File: src/hdl/pql_pkg.sv
// Shared types, token kind codes, scan modes and character classes for the path query lexer.
// Depends on nothing; every other file of the block imports it.
package pql_pkg;

  typedef struct packed {
    logic [7:0] char_code;
    logic       text_end;
  } char_item_t;

  typedef struct packed {
    logic [5:0]  token_kind;
    logic [31:0] start_index;
    logic [31:0] end_index;
    logic [3:0]  error_mask;
    logic [3:0]  fault_count;
    logic        last;
  } token_t;

  typedef enum logic [12:0] {
    M_IDLE    = 13'b0000000000001,
    M_PUNCT   = 13'b0000000000010,
    M_INT     = 13'b0000000000100,
    M_FRAC0   = 13'b0000000001000,
    M_FRAC    = 13'b0000000010000,
    M_EXP0    = 13'b0000000100000,
    M_EXP     = 13'b0000001000000,
    M_STR     = 13'b0000010000000,
    M_ESC     = 13'b0000100000000,
    M_HEX     = 13'b0001000000000,
    M_HEXBAD  = 13'b0010000000000,
    M_KEYWORD = 13'b0100000000000,
    M_NAME    = 13'b1000000000000
  } mode_t;

  typedef struct packed {
    logic       full;
    logic       partial;
    logic [5:0] kind;
  } kw_res_t;

  localparam logic [3:0] E_PREMATURE = 4'd1;
  localparam logic [3:0] E_ESCAPE    = 4'd2;
  localparam logic [3:0] E_UNCLOSED  = 4'd4;
  localparam logic [3:0] E_CONTROL   = 4'd8;

  localparam logic [5:0] K_INTEGER  = 6'd0;
  localparam logic [5:0] K_REAL     = 6'd1;
  localparam logic [5:0] K_NULL_LIT = 6'd10;
  localparam logic [5:0] K_NAME     = 6'd16;
  localparam logic [5:0] K_END      = 6'd17;
  localparam logic [5:0] K_DOLLAR   = 6'd18;
  localparam logic [5:0] K_AT       = 6'd19;
  localparam logic [5:0] K_DOT      = 6'd20;
  localparam logic [5:0] K_EQUALS   = 6'd22;
  localparam logic [5:0] K_COLON    = 6'd23;
  localparam logic [5:0] K_COMMA    = 6'd24;
  localparam logic [5:0] K_EXCLAIM  = 6'd25;
  localparam logic [5:0] K_AMP      = 6'd27;
  localparam logic [5:0] K_STAR     = 6'd28;
  localparam logic [5:0] K_OPEN_BR  = 6'd29;
  localparam logic [5:0] K_CLOSE_BR = 6'd31;
  localparam logic [5:0] K_OPEN_BC  = 6'd32;
  localparam logic [5:0] K_CLOSE_BC = 6'd33;
  localparam logic [5:0] K_PAREN    = 6'd34;
  localparam logic [5:0] K_CLOSE_PA = 6'd35;
  localparam logic [5:0] K_LESS     = 6'd36;
  localparam logic [5:0] K_GREATER  = 6'd38;
  localparam logic [5:0] K_PLUS     = 6'd40;
  localparam logic [5:0] K_MINUS    = 6'd41;
  localparam logic [5:0] K_SLASH    = 6'd42;
  localparam logic [5:0] K_PERCENT  = 6'd43;
  localparam logic [5:0] K_STRING   = 6'd44;
  localparam logic [5:0] K_QNAME    = 6'd45;
  localparam logic [5:0] K_NONE     = 6'd0;

  localparam int KW_COUNT = 13;

  localparam logic [127:0] KW_TEXT [KW_COUNT] = '{
    "object()", "array()", "string()", "number()", "integer()", "decimal()",
    "timestamp()", "boolean()", "null()", "and", "or", "true", "false"
  };
  localparam logic [3:0] KW_LEN [KW_COUNT] = '{
    4'd8, 4'd7, 4'd8, 4'd8, 4'd9, 4'd9, 4'd11, 4'd9, 4'd6, 4'd3, 4'd2, 4'd4, 4'd5
  };
  localparam logic [5:0] KW_KIND [KW_COUNT] = '{
    6'd2, 6'd3, 6'd4, 6'd5, 6'd6, 6'd7, 6'd8, 6'd9, 6'd11, 6'd12, 6'd13, 6'd14, 6'd15
  };

  // Byte j of keyword i, counted from its first character; zero past its end.
  function automatic logic [7:0] kw_char(input int i, input int j);
    logic [7:0] r;
    r = 8'd0;
    if (j < int'(KW_LEN[i])) r = KW_TEXT[i][(int'(KW_LEN[i]) - 1 - j) * 8 +: 8];
    return r;
  endfunction

  function automatic logic is_digit(input logic [7:0] c);
    return c inside {[8'h30:8'h39]};
  endfunction

  function automatic logic is_space(input logic [7:0] c);
    return c inside {8'd32, [8'd9:8'd13]};
  endfunction

  function automatic logic is_cntrl(input logic [7:0] c);
    return c inside {[8'd0:8'd31], 8'd127};
  endfunction

  function automatic logic is_xdigit(input logic [7:0] c);
    return c inside {[8'h30:8'h39], [8'h61:8'h66], [8'h41:8'h46]};
  endfunction

  function automatic logic valid_escape(input logic [7:0] c);
    return c inside {"\"", "\\", "/", " ", "_", "0", "a", "b", "e", "f", "n", "r",
                     "t", "v", "L", "N", "P"};
  endfunction

  function automatic logic is_name_end(input logic [7:0] c);
    return c inside {" ", "[", "]", ".", "=", ",", "}", "(", ")"};
  endfunction

  function automatic logic [5:0] single_kind(input logic [7:0] c);
    logic [5:0] k;
    case (c)
      "$":     k = K_DOLLAR;
      "@":     k = K_AT;
      "=":     k = K_EQUALS;
      ":":     k = K_COLON;
      ",":     k = K_COMMA;
      "&":     k = K_AMP;
      "*":     k = K_STAR;
      "]":     k = K_CLOSE_BR;
      "{":     k = K_OPEN_BC;
      "}":     k = K_CLOSE_BC;
      "(":     k = K_PAREN;
      ")":     k = K_CLOSE_PA;
      "/":     k = K_SLASH;
      "%":     k = K_PERCENT;
      default: k = K_NONE;
    endcase
    return k;
  endfunction

  function automatic logic [5:0] punct_kind(input logic [7:0] c);
    logic [5:0] k;
    case (c)
      ".":     k = K_DOT;
      "!":     k = K_EXCLAIM;
      "[":     k = K_OPEN_BR;
      "<":     k = K_LESS;
      ">":     k = K_GREATER;
      "+":     k = K_PLUS;
      "-":     k = K_MINUS;
      default: k = K_NONE;
    endcase
    return k;
  endfunction

endpackage

File: src/hdl/path_query_lexer.sv
// Path query lexer: scan state, keyword lookahead and a four-entry token queue.
// Depends on pql_pkg for payload types, scan modes, token kinds and keyword tables.
// Tokens of an item are registered and visible the cycle after it is accepted, one per cycle while not stalled.
// Throughput: one character per cycle while each gives at most one token and the output
// does not stall; an item giving several tokens holds the input while the queue drains.
// Reset: synchronous; the lexer returns to idle at byte index zero with an empty queue.
module path_query_lexer
  import pql_pkg::*;
#(
  parameter int POSITION_WIDTH  = 32,
  parameter int LOOKAHEAD_DEPTH = 12
) (
  input  logic       clk,
  input  logic       rst,
  input  logic       char_valid,
  output logic       char_stall,
  input  char_item_t char_data,
  output logic       token_valid,
  input  logic       token_stall,
  output token_t     token_data
);

  localparam int PW = POSITION_WIDTH;
  localparam int DEPTH = LOOKAHEAD_DEPTH;
  localparam int CW = $clog2(DEPTH + 1);

  typedef struct packed {
    mode_t                   mode;
    logic [PW-1:0]           ts;
    logic [DEPTH-1:0][7:0]   look;
    logic [CW-1:0]           cnt;
    logic [3:0]              hex;
    logic                    qsingle;
    logic [5:0]              pkind;
    logic [3:0]              perr;
    logic [3:0]              pcnt;
    logic                    finished;
  } st_t;

  typedef struct packed {
    st_t        s;
    logic       redo;
    logic [1:0] n;
    token_t     t0;
    token_t     t1;
  } hres_t;

  function automatic token_t mk(input logic [5:0] k, input logic [PW-1:0] s,
                                input logic [PW-1:0] e, input logic [3:0] m,
                                input logic [3:0] n);
    token_t t;
    t.token_kind  = k;
    t.start_index = 32'(s);
    t.end_index   = 32'(e);
    t.error_mask  = m;
    t.fault_count = n;
    t.last        = 1'b0;
    return t;
  endfunction

  function automatic hres_t push(input hres_t r, input token_t t);
    hres_t o;
    o = r;
    if (r.n == 2'd0) o.t0 = t;
    else o.t1 = t;
    o.n = r.n + 2'd1;
    return o;
  endfunction

  function automatic hres_t close_tok(input hres_t r, input logic [PW-1:0] e);
    hres_t o;
    o = push(r, mk(r.s.pkind, r.s.ts, e, r.s.perr, r.s.pcnt));
    o.s.mode = M_IDLE;
    o.redo = 1'b1;
    return o;
  endfunction

  function automatic st_t add_err(input st_t s, input logic [3:0] b);
    st_t o;
    o = s;
    o.perr = s.perr | b;
    if (s.pcnt != 4'd15) o.pcnt = s.pcnt + 4'd1;
    return o;
  endfunction

  function automatic kw_res_t kw_check(input logic [DEPTH-1:0][7:0] b,
                                       input logic [CW-1:0] n);
    kw_res_t r;
    logic m;
    r = '0;
    for (int i = 0; i < KW_COUNT; i++) begin
      m = (n <= CW'(KW_LEN[i]));
      for (int j = 0; j < DEPTH; j++) begin
        if (CW'(j) < n && b[j] != kw_char(i, j)) m = 1'b0;
      end
      if (m && !r.full) begin
        if (n == CW'(KW_LEN[i])) begin
          r.full = 1'b1;
          r.kind = KW_KIND[i];
        end else begin
          r.partial = 1'b1;
        end
      end
    end
    return r;
  endfunction

  // The buffered text is no keyword: it is a null literal, a name cut at a
  // buffered parenthesis, or the start of a longer name.
  function automatic hres_t kw_fail(input hres_t r);
    hres_t o;
    logic [CW-1:0] n;
    logic [CW-1:0] p;
    logic found;
    o = r;
    n = r.s.cnt;
    o.s.cnt = '0;
    p = '0;
    found = 1'b0;
    o.redo = 1'b1;
    if (n >= CW'(4) && r.s.look[0] == "n" && r.s.look[1] == "u" &&
        r.s.look[2] == "l" && r.s.look[3] == "l") begin
      o = push(o, mk(K_NULL_LIT, r.s.ts, r.s.ts + PW'(4), 4'd0, 4'd0));
      if (n == CW'(5))
        o = push(o, mk(K_PAREN, r.s.ts + PW'(4), r.s.ts + PW'(5), 4'd0, 4'd0));
      o.s.mode = M_IDLE;
    end else begin
      for (int j = 0; j < DEPTH; j++) begin
        if (!found && CW'(j) < n && r.s.look[j] == "(") begin
          found = 1'b1;
          p = CW'(j);
        end
      end
      if (found) begin
        o = push(o, mk(K_NAME, r.s.ts, r.s.ts + PW'(p), 4'd0, 4'd0));
        o = push(o, mk(K_PAREN, r.s.ts + PW'(p), r.s.ts + PW'(p) + PW'(1), 4'd0, 4'd0));
        o.s.mode = M_IDLE;
      end else begin
        o.s.pkind = K_NAME;
        o.s.mode = M_NAME;
      end
    end
    return o;
  endfunction

  function automatic hres_t handle(input st_t si, input logic [PW-1:0] pos,
                                   input logic [7:0] c, input logic eoi);
    hres_t r;
    logic [PW-1:0] nxt;
    logic [5:0] k;
    kw_res_t kr;
    r = '0;
    r.s = si;
    nxt = pos + PW'(1);
    case (si.mode)
      M_IDLE: begin
        if (eoi) begin
          r = push(r, mk(K_END, pos, pos, 4'd0, 4'd0));
          r.s.finished = 1'b1;
        end else if (!is_space(c)) begin
          r.s.ts = pos;
          r.s.perr = 4'd0;
          r.s.pcnt = 4'd0;
          if (single_kind(c) != K_NONE) begin
            r = push(r, mk(single_kind(c), pos, nxt, 4'd0, 4'd0));
          end else if (punct_kind(c) != K_NONE) begin
            r.s.pkind = punct_kind(c);
            r.s.mode = M_PUNCT;
          end else if (c == "\"" || c == "'") begin
            r.s.qsingle = (c == "'");
            r.s.pkind = (c == "'") ? K_QNAME : K_STRING;
            r.s.mode = M_STR;
          end else if (is_digit(c)) begin
            r.s.pkind = K_INTEGER;
            r.s.mode = M_INT;
          end else begin
            r.s.pkind = K_NAME;
            r.s.look[0] = c;
            r.s.cnt = CW'(1);
            kr = kw_check(r.s.look, r.s.cnt);
            if (!kr.full && !kr.partial) begin
              r.s.cnt = '0;
              r.s.mode = M_NAME;
              r.redo = 1'b1;
            end else begin
              r.s.mode = M_KEYWORD;
            end
          end
        end
      end
      M_PUNCT: begin
        k = si.pkind;
        if (!eoi && ((k == K_DOT && c == ".") || (k == K_EXCLAIM && c == "=") ||
                     (k == K_OPEN_BR && c == "?") || (k == K_LESS && c == "=") ||
                     (k == K_GREATER && c == "="))) begin
          r = push(r, mk(k + 6'd1, si.ts, nxt, 4'd0, 4'd0));
          r.s.mode = M_IDLE;
        end else if (!eoi && k == K_DOT && is_digit(c)) begin
          r.s.pkind = K_REAL;
          r.s.mode = M_FRAC;
        end else if (!eoi && (k == K_PLUS || k == K_MINUS) && is_digit(c)) begin
          r.s.pkind = K_INTEGER;
          r.s.mode = M_INT;
        end else begin
          r = close_tok(r, pos);
        end
      end
      M_INT: begin
        if (!eoi && is_digit(c)) begin
        end else if (!eoi && c == ".") begin
          r.s.pkind = K_REAL;
          r.s.mode = M_FRAC0;
        end else if (!eoi && c == "e") begin
          r.s.mode = M_EXP0;
        end else begin
          r = close_tok(r, pos);
        end
      end
      M_FRAC0, M_FRAC: begin
        if (eoi) begin
          if (si.mode == M_FRAC0) r.s = add_err(r.s, E_PREMATURE);
          r = close_tok(r, pos);
        end else if (is_digit(c)) begin
          r.s.mode = M_FRAC;
        end else if (c == "e") begin
          r.s.mode = M_EXP0;
        end else begin
          r = close_tok(r, pos);
        end
      end
      M_EXP0, M_EXP: begin
        if (eoi) begin
          if (si.mode == M_EXP0) r.s = add_err(r.s, E_PREMATURE);
          r = close_tok(r, pos);
        end else if (is_digit(c)) begin
          r.s.mode = M_EXP;
        end else begin
          r = close_tok(r, pos);
        end
      end
      M_STR: begin
        if (eoi) begin
          r.s = add_err(add_err(r.s, E_UNCLOSED), E_PREMATURE);
          r = close_tok(r, pos);
        end else if (c == "\\") begin
          r.s.mode = M_ESC;
        end else if (is_cntrl(c)) begin
          r.s = add_err(r.s, E_CONTROL);
        end else if (c == (si.qsingle ? 8'h27 : 8'h22)) begin
          r = close_tok(r, nxt);
          r.redo = 1'b0;
        end
      end
      M_ESC: begin
        if (eoi) begin
          r.s = add_err(r.s, E_PREMATURE);
          r = close_tok(r, pos);
        end else begin
          r.s.mode = M_STR;
          if ((si.qsingle && c == "'") || valid_escape(c)) begin
          end else if (c == "x" || c == "u" || c == "U") begin
            r.s.hex = (c == "x") ? 4'd2 : (c == "u") ? 4'd4 : 4'd8;
            r.s.mode = M_HEX;
          end else begin
            r.s = add_err(r.s, E_ESCAPE);
          end
        end
      end
      M_HEX, M_HEXBAD: begin
        if (eoi) begin
          r.s = add_err(r.s, E_PREMATURE);
          r = close_tok(r, pos);
        end else begin
          // Only the first bad digit of one sequence raises an error.
          if (!is_xdigit(c) && si.mode == M_HEX) begin
            r.s = add_err(r.s, E_ESCAPE);
            r.s.mode = M_HEXBAD;
          end
          if (si.hex <= 4'd1) begin
            r.s.hex = 4'd0;
            r.s.mode = M_STR;
          end else begin
            r.s.hex = si.hex - 4'd1;
          end
        end
      end
      M_KEYWORD: begin
        if (eoi || si.cnt >= CW'(DEPTH)) begin
          r = kw_fail(r);
        end else begin
          for (int j = 0; j < DEPTH; j++) begin
            if (CW'(j) == si.cnt) r.s.look[j] = c;
          end
          r.s.cnt = si.cnt + CW'(1);
          kr = kw_check(r.s.look, r.s.cnt);
          if (!kr.full && !kr.partial) begin
            r.s.cnt = si.cnt;
            r = kw_fail(r);
          end else if (kr.full) begin
            r.s.cnt = '0;
            r = push(r, mk(kr.kind, si.ts, nxt, 4'd0, 4'd0));
            r.s.mode = M_IDLE;
          end
        end
      end
      M_NAME: begin
        if (!eoi && is_cntrl(c)) begin
          r.s = add_err(r.s, E_CONTROL);
        end else if (eoi || is_name_end(c)) begin
          r = close_tok(r, pos);
        end
      end
      default: begin
        r.s.mode = M_IDLE;
        r.redo = 1'b1;
      end
    endcase
    return r;
  endfunction

  st_t             st;
  st_t             st_next;
  logic [PW-1:0]   position;
  hres_t           h [4];
  token_t          slot [4];
  logic [2:0]      slot_n;
  token_t          q [4];
  logic [2:0]      qn;
  logic [1:0]      qh;
  logic            accept;
  logic            take;

  // An item passes through a few handling rounds at most, for example keyword,
  // idle and name; four rounds cover every case.
  always_comb begin
    h[0] = handle(st, position, char_data.char_code, char_data.text_end);
    for (int i = 1; i < 4; i++) begin
      if (h[i-1].redo) begin
        h[i] = handle(h[i-1].s, position, char_data.char_code, char_data.text_end);
      end else begin
        h[i] = '0;
        h[i].s = h[i-1].s;
      end
    end
    slot_n = 3'd0;
    for (int i = 0; i < 4; i++) slot[i] = '0;
    if (!st.finished) begin
      for (int i = 0; i < 4; i++) begin
        if (h[i].n != 2'd0 && slot_n < 3'd4) begin
          slot[slot_n[1:0]] = h[i].t0;
          slot_n = slot_n + 3'd1;
        end
        if (h[i].n == 2'd2 && slot_n < 3'd4) begin
          slot[slot_n[1:0]] = h[i].t1;
          slot_n = slot_n + 3'd1;
        end
      end
      if (slot_n != 3'd0) slot[2'(slot_n - 3'd1)].last = 1'b1;
      st_next = h[3].s;
    end else begin
      st_next = st;
    end
  end

  assign take        = token_valid && !token_stall;
  assign char_stall  = !(qn == 3'd0 || (qn == 3'd1 && take));
  assign accept      = char_valid && !char_stall;
  assign token_valid = (qn != 3'd0);
  assign token_data  = q[qh];

  always_ff @(posedge clk) begin
    if (rst) begin
      st.mode     <= M_IDLE;
      st.ts       <= '0;
      st.cnt      <= '0;
      st.hex      <= 4'd0;
      st.qsingle  <= 1'b0;
      st.pkind    <= 6'd0;
      st.perr     <= 4'd0;
      st.pcnt     <= 4'd0;
      st.finished <= 1'b0;
      position    <= '0;
      qn          <= 3'd0;
      qh          <= 2'd0;
    end else if (accept) begin
      st <= st_next;
      if (!char_data.text_end && !st.finished) position <= position + PW'(1);
      qn <= slot_n;
      qh <= 2'd0;
    end else if (take) begin
      qn <= qn - 3'd1;
      qh <= qh + 2'd1;
    end
  end

  always_ff @(posedge clk) begin
    if (accept) q <= slot;
  end

  a_queue_bound: assert property (@(posedge clk) disable iff (rst) qn <= 3'd4)
    else $error("token queue holds more than four entries");

  a_silent_after_end: assert property (@(posedge clk) disable iff (rst)
    (accept && st.finished) |=> (qn == 3'd0))
    else $error("token produced after the end-of-input token");

  a_position_step: assert property (@(posedge clk) disable iff (rst)
    (accept && !char_data.text_end && !st.finished) |=>
      (position == $past(position) + PW'(1)))
    else $error("byte index did not advance on a character");

  a_last_marks_tail: assert property (@(posedge clk) disable iff (rst)
    (token_valid && qn == 3'd1) |-> token_data.last)
    else $error("final queued token lacks the last flag");

endmodule
File: config.mk
export PLATFORM = sky130hd
export DESIGN_NAME = path_query_lexer
export DESIGN_NICKNAME = d
export VERILOG_FILES = /design/src/hdl/pql_pkg.sv /design/src/hdl/path_query_lexer.sv
export SDC_FILE = /design/constraint.sdc
export NUM_CORES = 2
export LEC_CHECK = 0
export BUFFER_PORTS_ARGS = -buffer_cell sky130_fd_sc_hd__buf_2
export CORE_MARGIN = 2
export CORE_UTILIZATION = 45
export DETAILED_ROUTE_END_ITERATION = 10
export PLACE_DENSITY = 0.69
export SETUP_SLACK_MARGIN = 0.05
export SLEW_MARGIN = 20
export SYNTH_ARGS = -nofsm -noshare
export SYNTH_HDL_FRONTEND = slang
export SYNTH_SLANG_ARGS = --single-unit
File: constraint.sdc
create_clock -name clk -period 17.7 [get_ports clk]
set_input_delay 0.885 -clock clk [delete_from_list [all_inputs] [get_ports clk]]
set_output_delay 0.885 -clock clk [all_outputs]
set_load 0.03 [all_outputs]
==> run metrics, run 1 <==
largest family of logic cells by synthesized area simple AND/OR/NAND/NOR gates; cts bufs inserted 66; H-tree lvl count 3; Yosys reg bits 518; Compound-Gate Fraction of Synth Area 26.7%; dpl hpwl 275 mm; Synth Area in XOR/XNOR 4.32%; # hold bufs at CTS 0; mux contribution to synthesized area 7.32%; leading post-synthesis cells by cell area edfxtp_1 23%, nor2_1 5.7%, nand2_1 5.4%; status aborted with a tool error; Seq/Total Area, Yosys 27.0%; cell count after synthesis 6992; Initial Util 45.5%; synthesized cell area 53700 um2; FFs w/ async S/R, synth 0%; post-synth top area share 23.0%; Cell Rows 126; stop err [ERROR GRT-0116] Global routing finished with congestion. Check the congestion regions in the DRC Viewer.; cell at the root of the clock tree clkbuf_16; dominant cell type by area after synthesis edfxtp_1; count of input and output buffers 93; yosys warns 0; Post-synth top flop edfxtp_1; Num Clock Sinks 518; largest net degree at the start of global routing 100; Exit stage 5_1_grt; Post-CTS Setup Inserts 0; syn avg cell area 7.69 um2; Die Ht 350 um; total I/O pin count 94; clk buf depth 3; Synth cell types 133; EDFF count, synth 412; PostCTS Resize Cnt 0; first-pass GRT wire length 568 mm; Die Wd 350 um; vias in the first global route 66700; all-layer global routing usage 65.9%; Routability Congestion 1.16; Remaining Overflow, GRT 13; simple-gate share of the synthesized area 27.4%; Post-Synth Adder-Cell Area 1.83%
metrics by stage:
| step | utilization, % | hold WS, ns | worst slack [ns] | std cells | cell area (um2) |
|---|---|---|---|---|---|
| 4_1_cts | 49.6 | 0.484 | 5.28 | 8487 | 58600 |
| 3_5_place_dp | 47.7 | 0.474 | 5.16 | 8370 | 56400 |
| 3_3_place_gp | 47.7 | 0.458 | 5.19 | 8368 | 56400 |
| 2_1_floorplan | - | 0.445 | 5.93 | 7015 | 53800 |
per-layer routing:
layer / GRT usage [%] / overflow
met4: 64.1 / 9
met1: 68.8 / 0
met3: 43.8 / 0
met5: 11.5 / 0
met2: 85.7 / 4
cell families after synthesis:
logic type / Yosys count
AOI/OAI and AO/OA: 2155
xor gates and xnor gates: 264
adders and majority gates: 76
buffers and inverters: 718
DFF: 518
muxes: 285
other: 1
and+or+nand+nor: 2975
Yosys cell counts, types with 35 or more instances:
cell type / instances
nand3b_1: 41
nand3_1: 249
mux2_2: 71
a22o_1: 50
o221ai_1: 47
a221oi_1: 40
mux2i_1: 132
nor3_1: 262
nand4_1: 88
a22oi_1: 116
or2_2: 50
xnor2_1: 161
xor2_1: 102
nor2_1: 812
inv_1: 149
a21o_1: 44
o22ai_1: 98
nand2_1: 771
mux4_2: 79
and2_1: 92
edfxtp_1: 412
a21oi_1: 519
dfxtp_1: 106
or3_1: 114
nor2b_1: 56
nor4_1: 64
o211ai_1: 85
ha_1: 72
o21ai_0: 486
a31oi_1: 85
clkbuf_1: 420
buf_1: 54
nand2b_1: 56
a211oi_1: 119
or4_1: 35
buf_2: 57
and3_1: 70
==> run 2, diff against run 1 <==
--- a/config.mk
+++ b/config.mk
@@ -7,10 +7,9 @@
 export LEC_CHECK = 0
 export BUFFER_PORTS_ARGS = -buffer_cell sky130_fd_sc_hd__buf_2
 export CORE_MARGIN = 2
-export CORE_UTILIZATION = 45
+export CORE_UTILIZATION = 30
 export DETAILED_ROUTE_END_ITERATION = 10
-export PLACE_DENSITY = 0.69
-export SETUP_SLACK_MARGIN = 0.05
+export PLACE_DENSITY_LB_ADDON = 0.15
 export SLEW_MARGIN = 20
 export SYNTH_ARGS = -nofsm -noshare
 export SYNTH_HDL_FRONTEND = slang
==> run 2 against run 1 <==
  * The run now ends clean
  * Synthesized area did not move
  * Synthesized cell count did not move
==> run metrics, run 2 <==
status finished, final reports clean; syn avg cell area 7.69 um2; Tightest Pin Transition 1.30 ns; Finished Layout Cells 9346; worst reg2reg path depth 38; clk_lat worst skew 0.79 ns; area delta synth->final 11.7%; WHS 0.493 ns; most frequent cells in the layout 799 x nor2_1, 767 x nand2_1, 515 x a21oi_1; total I/O pin count 94; power density over the cells 129 nW/um2; vias per cell 6.74; Setup CP Type input pin to register; Worst-path clk slew 0.06 ns; DRT Pass-1 Iters 8; # hold bufs at CTS 0; crit path time final 12.34 ns; WL/cell 41.0 um; Clock Skew 0.0592 ns; EDFF count, synth 412; Relative slew margins 13.1%; Synth cell types 133; Core Region 178000 um2; Remaining Overflow, GRT 0; Num Clock Sinks 518; dominant cell type by area after synthesis edfxtp_1; M1 WL 141 mm; worst vdd ir 0.119 mV; largest net degree at the start of global routing 121; biggest regs q: 316 flops, st: 165 flops, position: 32 flops; Initial Util 30.2%; top layer in use met5; maximum clock frequency 0.0810 GHz; cell count after synthesis 6992; all-layer global routing usage 40.9%; Post-CTS Setup Inserts 0; final worst-path cycle share 69.7%; Seq/Total Area, Yosys 27.0%; Die Area 183000 um2; CTS tree done; Die Ht 427 um; count of input and output buffers 93; wire length on met3 30.3 mm; cell mode on critical path buf_4; cts bufs inserted 71; Cells on Worst Hold Path 2; PostCTS Resize Cnt 0; Die Wd 427 um; FFs w/ async S/R, synth 0%; CP startpoint char_data[4]; Yosys reg bits 518; most instantiated cells after synthesis 812 x nor2_1, 771 x nand2_1, 519 x a21oi_1; yosys warns 0; antenna violations before repair 26; Routability Congestion 1.05; H-tree lvl count 3; Cell Rows 155; leading post-synthesis cells by cell area edfxtp_1 23%, nor2_1 5.7%, nand2_1 5.4%; reg2reg end q[117]$_SDFFCE_PP0P_; Post-route DRC 0; hold path endpoint st[6]$_SDFFE_PP0P_; nets@finish 7017; WP data arrival 12.79 ns; vias 63000; Final Setup Violations 0; Fin Setup TNS 0 ns; Post-synth top flop edfxtp_1; layout cells sized above 1 12.8%; leakage power 19.2 nW; R2R Path Start st[20]$_SDFFE_PP0P_; Crit Path Max Fanout 40; met2 WL 167 mm; Hold Path Origin st[6]$_SDFFE_PP0P_; Max stage delay on crit path 0.85 ns; antenna viol nets, final 0; Slew Limit Fails 0; cell at the root of the clock tree clkbuf_16; dpl hpwl 291 mm; max cap viols 0; RSZ-0062 raised after global routing false; commonest non-fill, non-tap cell in the layout nor2_1; top-count cell post-synth nor2_1; crit path capture type register; first-pass GRT wire length 516 mm; synthesized cell area 53700 um2; flop2flop setup slack 5.40 ns; post-synth top area share 23.0%; vias in the first global route 58700; critical path required time 18.15 ns; max reg flops 316; Final Hold Viols 0; Startpoint Class input pin; Total Wirelength 384 mm; Most flops, register q; dpl cells 9207; worst min path class register to register; clk buf depth 3; 1st-iter DRT viols 9184; cell with the largest stage delay on the worst path nor4_1
## run 2: metrics by stage
| step | setup WS (ns) | power, W | cell area, um2 | util (%) |
|---|---|---|---|---|
| floorplan | 5.93 | 0.00416 | 53800 | - |
| global placement | 5.18 | 0.00603 | 57500 | 32.3 |
| detailed placement | 5.05 | 0.00602 | 57600 | 32.3 |
| CTS | 5.80 | 0.00755 | 59900 | 33.6 |
| global route | 4.99 | 0.00788 | 60000 | 33.7 |
| finish | 5.36 | 0.00775 | 60000 | 33.7 |
## run 2: critical path: cells and delay by family
family | cells | cell delay [ns]
xor gates and xnor gates | 1 | 0.19
and+or+nand+nor | 13 | 5.11
adders and majority gates | 2 | 0.48
buffers and inverters | 7 | 2.36
AOI/OAI and AO/OA | 13 | 3.04
muxes | 1 | 0.61
## run 2: cell type report
class	instances	area (um2)
Inverter	155	592
Fill cell	19000	118000
Clock inverter	35	435
Timing Repair Buffer	403	2820
Tap cell	2355	2950
Sequential cell	518	14500
Antenna cell	9	22.5
Clock buffer	92	1890
Multi-Input combinational cell	5779	36800
## run 2: worst max-delay path by stage
| stage | to | slack [ns] | depth (start not counted) |
|---|---|---|---|
| finish | q[117]$_SDFFCE_PP0P_ | 5.36 | 37 |
| global route | q[117]$_SDFFCE_PP0P_ | 4.99 | 37 |
| CTS | q[277]$_SDFFCE_PP0P_ | 5.80 | 38 |
| detailed placement | q[277]$_SDFFCE_PP0P_ | 5.05 | 38 |
| global placement | q[277]$_SDFFCE_PP0P_ | 5.18 | 38 |
| floorplan | st[100]$_DFFE_PP_ | 5.93 | 8 |
## run 2: per-layer routing
metal,GRT usage (%),up-vias
li1,-,26300
met4,38.5,12
met1,47.3,31200
met5,0,-
met2,63.6,4217
met3,7.47,1349
## run 2: logic make-up after synthesis
| group | count (synthesis) | share of synthesized area, % |
|---|---|---|
| buffers and inverters | 718 | 5.44 |
| adders and majority gates | 76 | 1.83 |
| other | 1 | 0.00698 |
| AOI/OAI and AO/OA | 2155 | 26.7 |
| muxes | 285 | 7.32 |
| xor gates and xnor gates | 264 | 4.32 |
| and+or+nand+nor | 2975 | 27.4 |
| DFF | 518 | 27.0 |
## run 2: power breakdown
part | internal, W | switching [W]
Sequential | 0.00170 | 0.000177
Combinational | 0.000981 | 0.00337
Clock | 0.000862 | 0.000658
(Power assumes the default switching activity.)
